<file path="src/sgtb_sat_add.sv">
// Saturating coordinate adder shared by the blitter sequencer.
// Clamps sums above the coordinate range and flags the clamp; no dependencies.
module sgtb_sat_add #(
   parameter int A_BITS = 13,
   parameter int B_BITS = 12,
   parameter int COORD_BITS = 12
) (
   input  logic [A_BITS-1:0]     a,
   input  logic [B_BITS-1:0]     b,
   output logic [A_BITS:0]       sum,
   output logic [COORD_BITS-1:0] result,
   output logic                  clip
);

   assign sum = {1'b0, a} + (A_BITS + 1)'(b);
   assign clip = |sum[A_BITS:COORD_BITS];
   assign result = clip ? '1 : sum[COORD_BITS-1:0];

endmodule

</file>
<file path="config.mk">
export PLATFORM = sky130hd
export DESIGN_NAME = sgtb_sat_add
export DESIGN_NICKNAME = d
export VERILOG_FILES = /design/src/sgtb_sat_add.sv
export SDC_FILE = /design/constraint.sdc
export NUM_CORES = 1
export LEC_CHECK = 0
export ABC_AREA = 1
export ABC_CLOCK_PERIOD_IN_PS = 2300
export BUFFER_PORTS_ARGS = -buffer_cell sky130_fd_sc_hd__clkbuf_2
export CELL_PAD_IN_SITES_DETAIL_PLACEMENT = 1
export CELL_PAD_IN_SITES_GLOBAL_PLACEMENT = 1
export CORE_MARGIN = 8
export CORE_UTILIZATION = 26
export DETAILED_ROUTE_END_ITERATION = 10
export PLACE_DENSITY = 0.86
export SYNTH_ARGS = -nofsm -noshare
export SYNTH_HDL_FRONTEND = slang
export SYNTH_SLANG_ARGS = --single-unit
</file>
<file path="constraint.sdc">
create_clock -name vclk -period 2.3
set_input_delay 0.46 -clock vclk [all_inputs]
set_output_delay 0.46 -clock vclk [all_outputs]
set_load 0.02 [all_outputs]
</file>
Word-level counts from Yosys, hierarchy flattened. Index checks and enable logic that the tools add are counted.

$add $sub $neg: 1. Reduce and logical (&&, ||, !) cells: 1. Multiplexer cells: 1.

Operators with widths (count): $add 13x12->14 (1); $mux 12 (1); $reduce_or 2->1 (1).

Output and inout port bits: 27. Input bits: 25. Logic and storage cells: 3. Flip-flop bits (word level): 0.

Logic depth before layout (Yosys ltp).
Depth in word-level cells: 3. Depth in mapped cells: 12. Gate-level depth less buffers: 11.

Worst setup path before layout. Ideal clock, no wire load.

Path type: input -> output. From: input port a[0]. To: output port result[10]. Arrival time: 1.914 ns. Stages: 12. Slack: -0.074 ns. Buffers on the path: 1. Cells stage by stage: ha_1 inv_1 fa_1 inv_1 nand3_1 nand3_2 nand3_1 nand3_1 nand2_1 nand2_2 buf_6 nand3_1.

Word-level cells in the longest chain between the ends: 3.

Ends and longest elaborated chain: from (decl) (line 8) `input logic [A_BITS-1:0] a,`; $add 13x12->14 (*) (line 15) `assign sum = {1'b0, a} + (A_BITS + 1)'(b);`; $reduce_or 2->1 (line 16) `assign clip = |sum[A_BITS:COORD_BITS];`; $mux 12 (*) (line 17) `assign result = clip ? '1 : sum[COORD_BITS-1:0];`; to (decl) (line 11) `output logic [COORD_BITS-1:0] result,`.

Every way passes the cells marked *; elsewhere a longest branch is shown, timed or not.

Worst setup path after layout.
From: input port b[0]. To: output port sum[12].

Word-level cells in the longest chain between the ends: 1.

Ends and longest elaborated chain: from (decl) (line 9) `input logic [B_BITS-1:0] b,`; $add 13x12->14 (line 15); to (decl) (line 10) `output logic [A_BITS:0] sum,`.

No other way between the ends.

==> metrics <==
outcome=finished with violations; failing checks=setup timing; RePlAce Congestion=0.830; DP HPWL=3520 um; setup_tns=-5.85 ns; final core utilization=0.696; Final Non-Filler Cells=311; fraction of the cycle the final worst path needs=1.16; CP Launch Point=b[0]; drt drc=0; Place WS=-0.279 ns; Pleak=1.20 nW; Placed Cells=305; Final ANT Viol Nets=0; RSZ-0062 raised after global routing=yes; chip width=75.5 um; row count=21; Congestion Overflow GR=0; Synth warnings=0; core outline area=3360 um2; Yosys cell types=16; Clock Buffer Count=0; post-layout minimum cycle time=2.67 ns; Seq pwr share=0; WL per Instance=26.9 um; peak supply drop=177 uV; synthesis-to-layout area growth=155%; largest net degree at the start of global routing=8; Post-layout nets=305; register area share after synthesis=0; first-pass iteration count of the detailed router=4; die area=5700 um2; mean post-synth cell area=5.23 um2; critical path type=in -> out; Filler cells=395; Critical Path End=sum[12]; FMAX=374 MHz; HP Class=in -> out; share of post-route cells with drive strength above 1=0.664; vias per std cell=5.57; initial antenna violation count=0; Synth top cells by count=nand2_1 (58), inv_1 (47), nand3_1 (22); number of top-level pins=52; Total Power=1.04 mW; Internal=464 uW; max-cap violations=0; Logic pwr share=1.000; GRT Resource Usage Total=0.230; Worst Setup Slack, final=-0.371 ns; WP data arrival=2.21 ns; port bufs=52; Post-Synthesis Cells=176; Rel. slew slack=0.783; Net Sw Power=574 uW; num sequential=0; FF/Latch Area=0 um2; Slowest cell on crit path=fa_2; Synth Cell Area=920 um2; top cells by area, synth=nand2_1 (24%), inv_1 (19%), ha_1 (16%), nand3_1 (12%), xnor2_1 (5.7%); Final Routed Wirelength=8360 um; CP Launch Type=input pin; via count=1,731; Mapped Nets=214; initial drt markers=150; Crit path top cell by count=nand3_2; ordered list of cells on the worst path=buf_8, ha_4, inv_2, fa_2, inv_2, nand3_2, nand3_2, nand3_2, nand3_2, nand2_2, nand2_4, buf_12, buf_12, clkinvlp_4, buf_8; power per standard cell area=443 nW/um2; Final Max Tran Viols=0; post-synth top area cell=nand2_1; CP max FO=5; Ant. Diodes=0; Die H=75.5 um; share of the synthesized area in the top cell type=0.237; final setup vio count=23; CP Capture Type=output pin; Clk pwr share=0; Worst Path Required=1.84 ns; area of the multi-input gates=1260 um2; first-pass GRT wire length=9830 um; final hold vios=0; Worst-Margin Slew=0.323 ns; critical path's largest stage delay=0.37 ns; Initial Util=0.273; Net Sw Frac=0.553; vias in the first global route=1,824; count leader, synth=nand2_1
## stage by stage
stage	hold WS, ns	instance area (um2)
floorplan	1.06	1050
global placement	1.30	1610
detailed placement	1.31	1610
CTS	1.31	2080
global route	1.29	2340
finish	1.28	2340
## cells in the final DEF, fill, tap and decap left out, types with 2 or more instances in the layout
cell       n
inv_1     38
nand2_1   38
buf_4     31
clkbuf_2  28
buf_8     16
nand2_2   15
nand3_4   12
ha_4      11
nand3_2   10
nand2_4    9
inv_2      6
nor2_2     5
nand4_1    5
buf_6      5
a21oi_4    3
nand3_1    3
clkbuf_8   3
buf_2      3
buf_12     3
inv_4      2
nor2_4     2
xnor2_2    2
xnor2_4    2
xnor2_1    2
## final cells by class
type,count,share of cell area
multi-input combinational,127,0.538
tap,46,0.0246
inverter,47,0.0791
timing repair buffer,91,0.358
## cell families after synthesis
group           synth area share
buf+inv                    0.216
fa+ha+maj                  0.185
compound gates            0.0531
xor+xnor                  0.0571
simple gates               0.488
## power by group through the flow
| stage | combinational [mW] | clock, mW | sequential (mW) |
|---|---|---|---|
| 3_3_place_gp | 0.606 | 0 | 0 |
| 6_report | 1.04 | 0 | 0 |
| 4_1_cts | 0.811 | 0 | 0 |
| 3_5_place_dp | 0.626 | 0 | 0 |
| 2_1_floorplan | 0.383 | 0 | 0 |
| 5_1_grt | 1.07 | 0 | 0 |
## repair_timing
| action | 4_1_cts | 5_1_grt |
|---|---|---|
| hold buffers | 0 | 0 |
| cloned | 2 | 0 |
| pin swaps | 10 | 14 |
| setup endpoints to repair | 22 | 23 |
| resized for setup | 74 | 77 |
| buffers inserted | 6 | 3 |
## worst max-delay path, delay by kind of cell
kind	cells	cell delay [ns]
fa+ha+maj	2	0.52
buf+inv	7	0.72
simple gates	6	0.51
## worst min-delay path by stage
| stage | from | to | slack [ns] | depth (start not counted) |
|---|---|---|---|---|
| 6_report | a[0] | sum[0] | 1.28 | 3 |
| 2_1_floorplan | b[0] | sum[0] | 1.06 | 1 |
| 3_3_place_gp | b[0] | sum[0] | 1.30 | 3 |
| 3_5_place_dp | b[0] | sum[0] | 1.31 | 3 |
| 5_1_grt | a[0] | sum[0] | 1.29 | 3 |
| 4_1_cts | a[0] | sum[0] | 1.31 | 3 |
## metal layers
layer / vias up / wire length, um / GRT usage
li1: 725 / - / -
met1: 817 / 2990 / 0.240
met2: 128 / 4080 / 0.445
met3: 61 / 724 / 0.0447
met4: 0 / 567 / 0.0725
met5: - / 0 / 0
Note: power is estimated with default switching activity, not from simulation.
